[src/vbms_pkg.sv]
// Shared constants, types and tables for the vehicle bicycle-model step core.
// Used by the controller, the datapath, the CORDIC engine and the cell divider.
// No dependencies.
package vbms_pkg;

    // Number formats of the pose update.
    localparam int ANGLE_BITS    = 16;
    localparam int POS_FRAC_BITS = 8;
    localparam int CORDIC_ITERS  = 16;
    localparam int TURN_SHIFT    = 32 - ANGLE_BITS;
    localparam int ITER_W        = $clog2(CORDIC_ITERS);
    localparam int ROUND_SH      = 47 - POS_FRAC_BITS;
    localparam int PIX_W         = 32 - POS_FRAC_BITS;

    // CORDIC vector and angle widths.
    localparam int CW = 64;
    localparam int ZW = 34;

    // Configuration port.
    localparam int CFG_IDX_W  = 3;
    localparam int CFG_DATA_W = 14;

    localparam logic [CFG_IDX_W-1:0] REG_MAX_SPEED       = 3'd0;
    localparam logic [CFG_IDX_W-1:0] REG_FRICTION_STEP   = 3'd1;
    localparam logic [CFG_IDX_W-1:0] REG_ACCEL_STEP      = 3'd2;
    localparam logic [CFG_IDX_W-1:0] REG_STEER_MAGNITUDE = 3'd3;
    localparam logic [CFG_IDX_W-1:0] REG_WHEEL_BASE      = 3'd4;
    localparam logic [CFG_IDX_W-1:0] REG_CELL_SIZE       = 3'd5;

    // Command codes.
    localparam logic [1:0] THR_NONE       = 2'd0;
    localparam logic [1:0] THR_UP         = 2'd1;
    localparam logic [1:0] THR_DOWN       = 2'd2;
    localparam logic [1:0] THR_UNUSED     = 2'd3;
    localparam logic [1:0] STEER_KEEP     = 2'd0;
    localparam logic [1:0] STEER_LEFT     = 2'd1;
    localparam logic [1:0] STEER_RIGHT    = 2'd2;
    localparam logic [1:0] STEER_STRAIGHT = 2'd3;

    // Reset values.
    localparam logic [10:0] RST_MAX_SPEED  = 11'd600;
    localparam logic [7:0]  RST_FRICTION   = 8'd5;
    localparam logic [7:0]  RST_ACCEL      = 8'd30;
    localparam logic [13:0] RST_STEER_MAG  = 14'd5215;
    localparam logic [9:0]  RST_WHEEL_BASE = 10'd130;
    localparam logic [9:0]  RST_CELL_SIZE  = 10'd130;
    localparam logic [31:0] RST_POSITION   = 32'(780) << POS_FRAC_BITS;
    localparam logic [ANGLE_BITS-1:0] RST_HEADING =
        ANGLE_BITS'((1 << ANGLE_BITS) - (1 << (ANGLE_BITS - 2)));

    localparam logic signed [13:0] SPEED_LIMIT = 14'sd2047;
    localparam logic signed [31:0] CORDIC_GAIN = 32'sd652032874;

    // Quarter and half turn in 2^-32 turn.
    localparam logic signed [ZW-1:0] Z_QUARTER = {{(ZW-32){1'b0}}, 32'h4000_0000};
    localparam logic signed [ZW-1:0] Z_HALF    = {{(ZW-32){1'b0}}, 32'h8000_0000};

    // Arctangent of 2^-i in 2^-32 turn.
    function automatic logic [31:0] atan_turn32(input logic [4:0] idx);
        logic [31:0] v;
        case (idx)
            5'd0:    v = 32'h20000000;
            5'd1:    v = 32'h12E4051E;
            5'd2:    v = 32'h09FB385B;
            5'd3:    v = 32'h051111D4;
            5'd4:    v = 32'h028B0D43;
            5'd5:    v = 32'h0145D7E1;
            5'd6:    v = 32'h00A2F61E;
            5'd7:    v = 32'h00517C55;
            5'd8:    v = 32'h0028BE53;
            5'd9:    v = 32'h00145F2F;
            5'd10:   v = 32'h000A2F98;
            5'd11:   v = 32'h000517CC;
            5'd12:   v = 32'h00028BE6;
            5'd13:   v = 32'h000145F3;
            5'd14:   v = 32'h0000A2FA;
            5'd15:   v = 32'h0000517D;
            5'd16:   v = 32'h000028BE;
            5'd17:   v = 32'h0000145F;
            5'd18:   v = 32'h00000A30;
            5'd19:   v = 32'h00000518;
            5'd20:   v = 32'h0000028C;
            5'd21:   v = 32'h00000146;
            5'd22:   v = 32'h000000A3;
            5'd23:   v = 32'h00000051;
            default: v = 32'h0;
        endcase
        return v;
    endfunction

    // Sequencer states.
    typedef enum logic [3:0] {
        ST_IDLE,
        ST_SPEED,
        ST_DISTANCE,
        ST_ROT_H_GO,
        ST_ROT_H_WAIT,
        ST_ROT_F_GO,
        ST_ROT_F_WAIT,
        ST_PREP,
        ST_MUL,
        ST_ADD,
        ST_VEC_GO,
        ST_VEC_WAIT,
        ST_DIV_WAIT,
        ST_DONE
    } ctrl_state_t;

    // Controller to datapath commands.
    typedef struct packed {
        logic capture;
        logic speed;
        logic distance;
        logic rot_h_go;
        logic rot_f_go;
        logic store_h;
        logic store_f;
        logic prep;
        logic mul;
        logic add;
        logic vec_go;
        logic store_heading;
        logic out_load;
    } cmd_t;

    // Datapath to controller status.
    typedef struct packed {
        logic cordic_busy;
        logic div_busy;
    } sts_t;

endpackage

[src/vbms_ctrl.sv]
// Sequencer for one pose update: issues datapath commands and owns the handshakes.
// Depends on vbms_pkg for the state, command and status types.
module vbms_ctrl (
    input  logic           clk,
    input  logic           rst_n,
    input  logic           in_valid,
    output logic           in_stall,
    output logic           out_valid,
    input  logic           out_stall,
    input  vbms_pkg::sts_t sts,
    output vbms_pkg::cmd_t cmd
);
    import vbms_pkg::*;

    ctrl_state_t state_reg, state_next;
    logic        out_valid_reg, out_valid_next;

    // State and result-valid registers.
    always_ff @(posedge clk or negedge rst_n)
    begin
        if (!rst_n)
        begin
            state_reg     <= ST_IDLE;
            out_valid_reg <= 1'b0;
        end
        else
        begin
            state_reg     <= state_next;
            out_valid_reg <= out_valid_next;
        end
    end

    // Next state and commands.
    always_comb
    begin
        state_next     = state_reg;
        cmd            = '0;
        out_valid_next = out_valid_reg && out_stall;
        unique case (state_reg)
            ST_IDLE:
            begin
                if (in_valid)
                begin
                    cmd.capture = 1'b1;
                    state_next  = ST_SPEED;
                end
            end
            ST_SPEED:
            begin
                cmd.speed  = 1'b1;
                state_next = ST_DISTANCE;
            end
            ST_DISTANCE:
            begin
                cmd.distance = 1'b1;
                state_next   = ST_ROT_H_GO;
            end
            ST_ROT_H_GO:
            begin
                cmd.rot_h_go = 1'b1;
                state_next   = ST_ROT_H_WAIT;
            end
            ST_ROT_H_WAIT:
            begin
                if (!sts.cordic_busy)
                begin
                    cmd.store_h = 1'b1;
                    state_next  = ST_ROT_F_GO;
                end
            end
            ST_ROT_F_GO:
            begin
                cmd.rot_f_go = 1'b1;
                state_next   = ST_ROT_F_WAIT;
            end
            ST_ROT_F_WAIT:
            begin
                if (!sts.cordic_busy)
                begin
                    cmd.store_f = 1'b1;
                    state_next  = ST_PREP;
                end
            end
            ST_PREP:
            begin
                cmd.prep   = 1'b1;
                state_next = ST_MUL;
            end
            ST_MUL:
            begin
                cmd.mul    = 1'b1;
                state_next = ST_ADD;
            end
            ST_ADD:
            begin
                cmd.add    = 1'b1;
                state_next = ST_VEC_GO;
            end
            ST_VEC_GO:
            begin
                cmd.vec_go = 1'b1;
                state_next = ST_VEC_WAIT;
            end
            ST_VEC_WAIT:
            begin
                if (!sts.cordic_busy)
                begin
                    cmd.store_heading = 1'b1;
                    state_next        = ST_DIV_WAIT;
                end
            end
            ST_DIV_WAIT:
            begin
                if (!sts.div_busy)
                begin
                    state_next = ST_DONE;
                end
            end
            ST_DONE:
            begin
                // Wait here only while the previous transaction is still held.
                if (!out_valid_reg || !out_stall)
                begin
                    cmd.out_load   = 1'b1;
                    out_valid_next = 1'b1;
                    state_next     = ST_IDLE;
                end
            end
            default:
            begin
                state_next = ST_IDLE;
            end
        endcase
    end

    assign in_stall  = (state_reg != ST_IDLE);
    assign out_valid = out_valid_reg;

endmodule

[config.mk]
export PLATFORM = sky130hd
export DESIGN_NAME = vbms_ctrl
export DESIGN_NICKNAME = d
export VERILOG_FILES = /design/src/vbms_pkg.sv /design/src/vbms_ctrl.sv
export SDC_FILE = /design/constraint.sdc
export NUM_CORES = 1
export LEC_CHECK = 0
export BUFFER_PORTS_ARGS = -buffer_cell sky130_fd_sc_hd__buf_2
export CAP_MARGIN = 10
export CORE_AREA = 4 4 41 43
export DETAILED_ROUTE_END_ITERATION = 10
export DIE_AREA = 0 0 45 47
export GPL_TIMING_DRIVEN = 1
export PLACE_DENSITY = 0.62
export SKIP_CTS_REPAIR_TIMING = 1
export SLEW_MARGIN = 20
export SYNTH_ARGS = -nofsm -noshare
export SYNTH_HDL_FRONTEND = slang
export SYNTH_SLANG_ARGS = --single-unit
[constraint.sdc]
create_clock -name clk -period 1.9 [get_ports clk]
set_input_delay 0.38 -clock clk [delete_from_list [all_inputs] [get_ports clk]]
set_output_delay 0.38 -clock clk [all_outputs]
set_load 0.01 [all_outputs]
=== Word level (Yosys, flattened, before mapping) ===
Cells that the tools add are included.

* Equal/unequal tests: 19
* Mux-type cells: 25
* Reductions and logical operators: 7

{| class="wikitable"
|+ Operators with widths
! kind !! number
|-
| $pmux W4 S14 || 1
|-
| $eq A4 B4 Y1 const B || 6
|-
| $mux W4 || 6
|-
| $mux W1 || 18
|-
| $eq A4 B3 Y1 const B || 4
|-
| $ne A2 B2 Y1 const B || 6
|-
| $eq A4 B2 Y1 const B || 2
|-
| $reduce_and A6 Y1 || 1
|-
| $eq A4 B1 Y1 const B || 1
|-
| $logic_not A4 Y1 || 1
|-
| $reduce_bool A4 Y1 || 1
|-
| $logic_not A1 Y1 || 2
|-
| $logic_and A1 B1 Y1 || 1
|-
| $logic_or A1 B1 Y1 || 1
|}

* Flip-flop bits (word level): 5
* Input port bits: 6
* Output and inout bits: 15
* Logic and storage cells: 53

=== Depth between registers and ports, before layout ===
Gate-level depths: netlist of the first run.

* Depth in word-level cells: 4
* Mapped depth: 5
* Mapped depth without buffers: 4

=== Worst setup path before layout of the first run ===
No wires, ideal clock.

* Kind: register to output
* Start point: register state_reg[0]
* End point: output port cmd[0] in the netlist's numbering
* Data arrival time: 1,155 ps
* Required time: 1,520 ps
* Setup slack: 365 ps
* Stages on the path, launching flop included: 4
* Buffers on the path: 1
* Path through: dfrtp_1 -> dlymetal6s2s_1 -> nand2b_1 -> nor3b_1

{| class="wikitable"
|+ RTL lines
! what !! RTL line !! RTL
|-
| start: declaration || vbms_ctrl.sv:15 || <nowiki>ctrl_state_t state_reg, state_next;</nowiki>
|-
| start signal: assignment || vbms_ctrl.sv:28 || <nowiki>state_reg <= state_next;</nowiki>
|-
| end: declaration || vbms_ctrl.sv:11 || <nowiki>output vbms_pkg::cmd_t cmd</nowiki>
|}

==> flow_summary_export.csv, run 1 <==
group,metric,value,unit
final_layout,syn2layout_area_growth,31.2,%
yosys,synth_flop_cell,"dfrtp_1",
final_layout,n_antenna_cell,0,
yosys,synth.avg_cell_area,7.55,sq um
timing,rsz0062_at_grt,"false",
final_layout,largest_reg_flops,4,
global_route,grt_pass1_wl,1870,um
yosys,synth_cell_types,29,
worst_hold_path,min_from,"out_stall",
power_and_ir_drop,p_leak,0.000280,uW
global_route,grtUsageTotal,12.1,%
cts,clock-sinks,5,
yosys,synth-edff-count,0,
routing,dr.pass1.iters,4,
final_layout,fill_cells,144,
routing,ant_nets,0,
yosys,yosysWarnings,0,
final_layout,finalCoreUtilization,44.9,%
final_layout,nNetsFinal,88,
cts,cts_buffers,3,
cts,clockRootBuffer,"clkbuf_4",
worst_setup_path,worstSetupPathType,"reg -> out",
yosys,ys_seq_area_share,28.1,%
die,initial_core_util,34.2,%
die,rows,13,
cts,clk_pin_slew,0.04,ns
timing,period_share,91.1,%
yosys,async_flop_share,100,%
routing,drcViolationCount,0,
place,io_buffers,20,
cts,clk_latency,0.24,ns
worst_setup_path,rrSetupSlack,0.37,ns
timing,finalSetupTns,0,ns
yosys,synth_cells,59,
yosys,netlist_area,445,sq um
global_route,gr-total-overflow,0,
worst_setup_path,worstPathRequired,1.52,ns
die,dieWidth,45,um
timing,setup_viol,0,
final_layout,drive_gt1_share,35.8,%
worst_setup_path,startpoint,"state_reg[1]",
yosys,synth.top_cell.area_share,28.1,%
yosys,syn_nets,65,
die,core,0.00130,sq mm
timing,max_freq,578,MHz
routing,vias,502,
power_and_ir_drop,power_density,1540,mW/mm^2
power_and_ir_drop,ir_drop,0.960,mV
cts,cts_tree,"built",
yosys,ys_top_cells_by_area,"dfrtp_1, nor3_1, nor2_1",
yosys,synth-seq-cells,5,
worst_setup_path,startpoint_type,"flop",
worst_setup_path,timing.rr.start,"state_reg[0]",
run,drv_cap,0,
timing,worst_slack,0.170,ns
cts,cts_max_path_buffers,2,
die,die_y,47,um
global_route,antenna_found_initial,0,
timing,worstMarginPinSlew,0.263,ns
timing,drv_slew,0,
routing,drtIter0Drc,9,
place,dpl.hpwl,842,um
yosys,synth_top_cell_by_area,"dfrtp_1",
routing,routed_via_density,5.23,
timing,period_minus_slack,1.73,ns
worst_setup_path,cp-end-kind,"primary output",
routing,finalWirelength,1090,um
die,die-area,0.00212,sq mm
global_route,grt_max_degree,17,
die,ios,21,
worst_setup_path,cp.arrival,1.35,ns
timing,hold_viol_final,0,
worst_setup_path,worst-path-max-fanout,9,
cts,ctsHtreeMaxLevel,1,
timing,clock_skew,0.00114,ns
routing,avgRoutedWirePerCell,11.3,um
place,place_congestion,0.776,
place,dpl_worst_slack,0.308,ns
outcome,status,"finished clean",
timing,max-slew-margin-rel,82.5,%
global_route,grt_pass1_vias,445,
worst_hold_path,hold_path_class,"in -> reg",
worst paths after layout:
| check | to | cells after the start |
|---|---|---|
| worst max-delay path | cmd[12] | 4 |
| worst min-delay path | out_valid | 3 |
| worst max register to register | state_reg[0] | 4 |
| worst min register to register | out_valid | 2 |
| max in group asynchronous | state_reg[0] | 2 |
| min in group asynchronous | out_valid | 2 |
worst max-delay path: stages, from the launching register on:
cell     delay (ns)
dfrtp_1        0.46
buf_4          0.19
nor2_1         0.16
and3_1         0.17
buf_2          0.13
power breakdown:
part | switching, uW | internal [uW]
registers | 106 | 154
clock network | 40.7 | 79.2
logic | 283 | 235
Yosys cell counts (2+ instances only):
library cell and number:
a21oi_1 4, clkbuf_1 3, dfrtp_1 5, nand2_1 3
nand2b_1 4, nor2_1 7, nor3_1 7, nor4_1 2
o21ai_0 3, o21ai_1 2
final cells by class:
class                           instances  area (sq um)  share of cell area, %
Clock buffer                            4          26.3                   4.50
Inverter                                1          3.75                  0.642
Multi-Input combinational cell         47           277                   47.3
Sequential cell                         5           126                   21.6
Tap cell                               15          18.8                   3.21
Timing Repair Buffer                   24           133                   22.7
per-layer routing:
metal	GRT usage (%)	part of all wire (%)	vias to the layer above
li1	-	-	259
met1	15.4	44	230
met2	18.9	51	11
met3	4.60	4.5	2
met4	3.51	0.65	0
met5	0	0	-
kinds of logic after synthesis:
logic type | share of synthesized area, %
buffers and inverters | 9.83
DFF | 28.1
AOI/OAI and AO/OA | 23.0
muxes | 2.53
and+or+nand+nor | 36.5
per-stage QoR:
step / std cells / power, uW / hold WS [ns] / area (sq um)
after global placement: 91 / 783 / 0.199 / 547
final: 96 / 899 / 0.425 / 584
after detailed placement: 91 / 778 / 0.196 / 547
after floorplan: 59 / 631 / 0.0844 / 445
after CTS: 95 / 904 / -0.0604 / 573
after global routing: 96 / 1000 / 0.471 / 584
cells in the final DEF, fill, tap and decap left out, drive strengths merged:
cell,netlist,layout
buf,1,23
nor2,7,7
nor3,7,7
nand2b,5,5
dfrtp,5,5
o21ai,5,5
a21oi,4,4
nand2,4,4
clkbuf,4,4
nor4,2,2
nor3b,1,1
and3,1,1
a311oi,1,1
o22ai,1,1
nand3,1,1
a211o,1,1
a21boi,1,1
mux2,1,1
inv,1,1
o211a,1,1
nand4,1,1
o32ai,1,1
nand3b,1,1
a211oi,1,1
dlygate4sd3,0,1
(Power assumes the default switching activity.)
==> run 2: changes to the inputs <==
--- a/config.mk
+++ b/config.mk
@@ -7,11 +7,11 @@
 export LEC_CHECK = 0
 export BUFFER_PORTS_ARGS = -buffer_cell sky130_fd_sc_hd__buf_2
 export CAP_MARGIN = 10
-export CORE_AREA = 4 4 41 43
+export CORE_MARGIN = 4
+export CORE_UTILIZATION = 25
 export DETAILED_ROUTE_END_ITERATION = 10
-export DIE_AREA = 0 0 45 47
 export GPL_TIMING_DRIVEN = 1
-export PLACE_DENSITY = 0.62
+export PLACE_DENSITY = 0.49
 export SKIP_CTS_REPAIR_TIMING = 1
 export SLEW_MARGIN = 20
 export SYNTH_ARGS = -nofsm -noshare
==> run 2 against run 1 <==
Global-route usage down 1.7 points. Total power up 3.4%. Non-clock buffer count up 1. Worst hold slack worse by 0.014 ns. Design area up 3.2%. Count of clock-buffer cells in the layout unchanged. Register-to-register slack better by 0.02 ns. Combinational power up 8.5%. Critical path depth down 1. Sequential power down 7%. Die area up 19%. Sequential cell count unchanged. Critical endpoint is now cmd[7]. Largest power group unchanged.
==> flow_summary_export.csv, run 2 (synthesis gave the netlist of run 1 again) <==
group,metric,value,unit
worst_setup_path,cp-end-kind,"primary output",
cts,clk_pin_slew,0.04,ns
timing,max-slew-margin-rel,82.3,%
cts,cts_max_path_buffers,2,
timing,finalSetupTns,0,ns
routing,finalWirelength,1250,um
worst_hold_path,min_from,"out_stall",
routing,drcViolationCount,0,
die,ios,21,
timing,setup_viol,0,
worst_setup_path,worstSetupPathType,"reg -> out",
timing,worst_slack,0.183,ns
routing,drtIter0Drc,14,
timing,period_minus_slack,1.72,ns
place,dpl_worst_slack,0.325,ns
timing,worstMarginPinSlew,0.264,ns
timing,drv_slew,0,
worst_setup_path,startpoint_type,"flop",
final_layout,nNetsFinal,89,
power_and_ir_drop,power_density,1540,mW/mm^2
routing,dr.pass1.iters,5,
worst_setup_path,cp.arrival,1.34,ns
die,die_y,50.2,um
cts,clockRootBuffer,"clkbuf_4",
global_route,grtUsageTotal,10.4,%
timing,hold_viol_final,0,
cts,clock-sinks,5,
die,dieWidth,50.2,um
place,placed_area,566,sq um
timing,period_share,90.4,%
cts,ctsHtreeMaxLevel,1,
worst_setup_path,worst-path-max-fanout,7,
power_and_ir_drop,ir_drop,0.608,mV
die,initial_core_util,27.9,%
die,rows,14,
die,core,0.00159,sq mm
final_layout,drive_gt1_share,36.6,%
global_route,grt_pass1_wl,1990,um
timing,holdWs,0.411,ns
timing,clock_skew,0.00254,ns
worst_setup_path,timing.rr.start,"state_reg[0]",
timing,rsz0062_at_grt,"false",
final_layout,layout_common_cells,"buf_2, nor2_1, nor3_1",
routing,vias,533,
power_and_ir_drop,p_leak,0.000285,uW
routing,ant_nets,0,
final_layout,syn2layout_area_growth,35.4,%
run,drv_cap,0,
cts,cts_tree,"built",
routing,routed_via_density,5.03,
die,die-area,0.00252,sq mm
worst_hold_path,hold_path_class,"in -> reg",
place,dpl.hpwl,942,um
final_layout,largest_reg_flops,4,
global_route,grt_pass1_vias,456,
worst_setup_path,worstPathRequired,1.52,ns
cts,cts_buffers,3,
cts,clk_latency,0.24,ns
global_route,grt_max_degree,14,
place,io_buffers,20,
timing,max_freq,582,MHz
global_route,antenna_found_initial,0,
final_layout,n_antenna_cell,0,
final_layout,final_common_cell,"buf_2",
outcome,status,"finished clean",
worst_setup_path,startpoint,"state_reg[3]",
final_layout,fin_area,603,sq um
global_route,gr-total-overflow,0,
routing,avgRoutedWirePerCell,11.8,um
place,place_congestion,0.742,
run 2: cell count changes in the layout (fill, tap and decap cells not counted):
cell / before / now
buf_4: 3 / 4
run 2: routing by layer:
layer	wire length (um)	GRT usage, %	up-vias
li1	-	-	263
met1	510	12.1	252
met2	652	16.5	18
met3	86	5.62	0
met4	0	2.76	0
met5	0	0	-
run 2: cell type report:
cell class / count / area (sq um)
clock buffers: 4 / 26.3
inverters: 1 / 3.75
well taps: 24 / 30.0
multi-input cells: 47 / 277
repair buffers: 25 / 140
fillers: 177 / 991
flip-flops and latches: 5 / 126
run 2: power by group:
part           internal [uW]  switching, uW  leakage, uW  total, uW
sequential               155           87.1    0.0000617        242
combinational            249            314     0.000209        563
clock                   79.5           44.9    0.0000150        124
total                    483            446     0.000285        929
run 2: stage by stage:
step / total power, uW / util (%) / instances
6_report: 929 / 37.8 / 106
5_1_grt: 1020 / 37.8 / 106
4_1_cts: 937 / 37.1 / 105
3_5_place_dp: 804 / 35.5 / 101
3_3_place_gp: 810 / 35.5 / 101
2_1_floorplan: 631 / - / 59
run 2: critical path, cell delays in order (launching register included):
cell      delay (ns)
dfrtp_1         0.45
nand2b_1        0.26
nor4_1          0.20
buf_2           0.18
run 2: worst paths after layout:
| check | to | slack [ns] | cells past startpoint |
|---|---|---|---|
| max reg2reg | state_reg[0] | 0.39 | 4 |
| max in group asynchronous | state_reg[0] | 1.27 | 2 |
| max | cmd[7] | 0.18 | 3 |
| min reg2reg | out_valid | 0.56 | 2 |
| min | out_valid | 0.41 | 3 |
| min in group asynchronous | state_reg[2] | 0.48 | 2 |
==> run 3: changes to the inputs <==
--- a/config.mk
+++ b/config.mk
@@ -5,6 +5,7 @@
 export SDC_FILE = /design/constraint.sdc
 export NUM_CORES = 1
 export LEC_CHECK = 0
+export ABC_AREA = 1
 export BUFFER_PORTS_ARGS = -buffer_cell sky130_fd_sc_hd__buf_2
 export CAP_MARGIN = 10
 export CORE_MARGIN = 4
@@ -13,6 +14,7 @@
 export GPL_TIMING_DRIVEN = 1
 export PLACE_DENSITY = 0.49
 export SKIP_CTS_REPAIR_TIMING = 1
+export SKIP_LAST_GASP = 1
 export SLEW_MARGIN = 20
 export SYNTH_ARGS = -nofsm -noshare
 export SYNTH_HDL_FRONTEND = slang
==> run 3 against run 2 <==
Sequential cell count stayed put. Sequential share of layout area is 1.2 points lower. Final cell count is 18% higher. Global-route usage is 0.29 points lower. Register-to-register slack better by 0.18 ns. Critical endpoint is now cmd[0]. Largest power group unchanged.
==> flow_summary_export.csv, run 3 <==
group,metric,value,unit
run,drv_cap,0,
yosys,yosys-top-cells-count,"nor2_1, nand2_1, inv_1, inv_2, nand3_1",
timing,holdWs,0.394,ns
timing,period_share,90.4,%
routing,finalWirelength,1180,um
worst_setup_path,cp-end-kind,"primary output",
worst_setup_path,startpoint,"state_reg[0]",
routing,ant_nets,0,
global_route,grt_max_degree,9,
timing,hold_viol_final,0,
yosys,synth.top_cell.area_share,26.2,%
global_route,grt_pass1_vias,466,
yosys,yosysWarnings,0,
worst_setup_path,cp.arrival,1.34,ns
yosys,syn_nets,82,
yosys,ys_seq_area_share,26.2,%
die,die-area,0.00268,sq mm
routing,vias,507,
final_layout,layout_common_cells,"buf_2, nor2_1, nand2_1",
final_layout,fin_area,634,sq um
final_layout,largest_reg_flops,4,
global_route,met2_usage,14.0,%
yosys,synth_top_cell_by_area,"dfrtp_1",
power_and_ir_drop,power_density,1580,mW/mm^2
final_layout,nNetsFinal,107,
global_route,grtUsageTotal,10.1,%
final_layout,n_antenna_cell,0,
die,ios,21,
worst_setup_path,setup.worst_path.end,"cmd[0]",
cts,cts_max_path_buffers,2,
yosys,synth-seq-cells,5,
yosys,synth-edff-count,0,
routing,avgRoutedWirePerCell,9.46,um
place,io_buffers,20,
cts,clock-sinks,5,
worst_setup_path,rrSetupSlack,0.57,ns
final_layout,syn2layout_area_growth,32.7,%
timing,drv_slew,0,
routing,routed_via_density,4.06,
timing,clock_skew,0.00225,ns
cts,clk_pin_slew,0.05,ns
yosys,ys_top_cells_by_area,"dfrtp_1, nor2_1, nand2_1",
worst_hold_path,min_from,"out_stall",
timing,setup_viol,0,
yosys,netlist_area,478,sq um
routing,drcViolationCount,0,
final_layout,final_common_cell,"buf_2",
yosys,async_flop_share,100,%
worst_hold_path,hold_path_class,"in -> reg",
timing,max-slew-margin-rel,79.6,%
global_route,use_met1,14.2,%
outcome,status,"finished clean",
cts,cts_tree,"built",
worst_setup_path,worstPathRequired,1.52,ns
worst_setup_path,startpoint_type,"flop",
timing,max_freq,582,MHz
routing,drtIter0Drc,7,
worst_setup_path,timing.rr.start,"state_reg[1]",
global_route,antenna_found_initial,0,
cts,ctsHtreeMaxLevel,1,
cts,clockRootBuffer,"clkbuf_4",
global_route,gr-total-overflow,0,
cts,cts_buffers,3,
worst_setup_path,r2r_cells,8,
worst_setup_path,reg2reg_to,"state_reg[3]",
timing,finalSetupTns,0,ns
routing,dr.pass1.iters,4,
place,placed_area,598,sq um
timing,worstMarginPinSlew,0.307,ns
worst_setup_path,worstSetupPathType,"reg -> out",
place,place_congestion,0.754,
yosys,synth_cell_types,18,
timing,period_minus_slack,1.72,ns
global_route,met3_usage,4.30,%
global_route,grt_pass1_wl,1990,um
yosys,synth_cells,76,
yosys,synth.most_common_cell,"nor2_1",
die,rows,15,
global_route,busiest_layer,"met1",
die,die_y,51.7,um
place,dpl.hpwl,973,um
cts,clk_latency,0.24,ns
die,core,0.00176,sq mm
worst_setup_path,worst-path-max-fanout,8,
die,dieWidth,51.7,um
power_and_ir_drop,ir_drop,0.536,mV
yosys,synth.avg_cell_area,6.29,sq um
yosys,synth_flop_cell,"dfrtp_1",
final_layout,drive_gt1_share,43.0,%
die,initial_core_util,27.1,%
power_and_ir_drop,p_leak,0.000382,uW
timing,rsz0062_at_grt,"false",
==> run 3: worst min-delay path by stage <==
stage / endpoint / cells past startpoint / slack, ns
after detailed placement: state_reg[1] / 1 / 0.21
after global placement: state_reg[0] / 1 / 0.20
after CTS: state_reg[2] / 1 / -0.06
final: out_valid / 3 / 0.39
after global routing: out_valid / 3 / 0.43
after floorplan: out_valid / 0 / 0.08
==> run 3: routing by layer <==
layer  vias up  routed length (um)
li1        281                   -
met1       208                 604
met3         0                  91
met2        18                 486
met4         0                   0
met5         -                   0
==> run 3: area by class of cell <==
cell class	count	area (sq um)
well taps	25	31.3
repair buffers	22	118
inverters	12	45.0
flip-flops and latches	5	125
clock buffers	4	26.3
multi-input cells	57	289
fillers	233	1130
==> run 3: per-stage QoR <==
step | std cells | util, % | setup WS (ns) | total power [uW]
global placement | 120 | 33.9 | 0.453 | 883
CTS | 124 | 35.4 | 0.173 | 1020
floorplan | 76 | - | 0.515 | 725
detailed placement | 120 | 33.9 | 0.444 | 882
global route | 125 | 36.0 | 0.0462 | 1120
finish | 125 | 36.0 | 0.183 | 1000
==> run 3: cell families (layout without fill, tap and decap cells) <==
group	Yosys count	in the layout	synth area share [%]
AOI/OAI and AO/OA	3	3	3.66
buffers and inverters	14	38	13.4
DFF	5	5	26.2
and+or+nand+nor	54	54	56.8
==> run 3: where the power goes <==
group	leakage, uW	internal (uW)	switching (uW)	total [uW]
registers	0.0000622	159	89.3	248
clock network	0.0000150	79.5	45.2	125
logic	0.000305	234	395	629
==> run 3: critical path, cell delays in order, from the launching register on <==
cell	delay (ns)
dfrtp_1	0.51
inv_2	0.07
nor2_2	0.19
nand2_2	0.10
nor2_1	0.09
buf_2	0.13
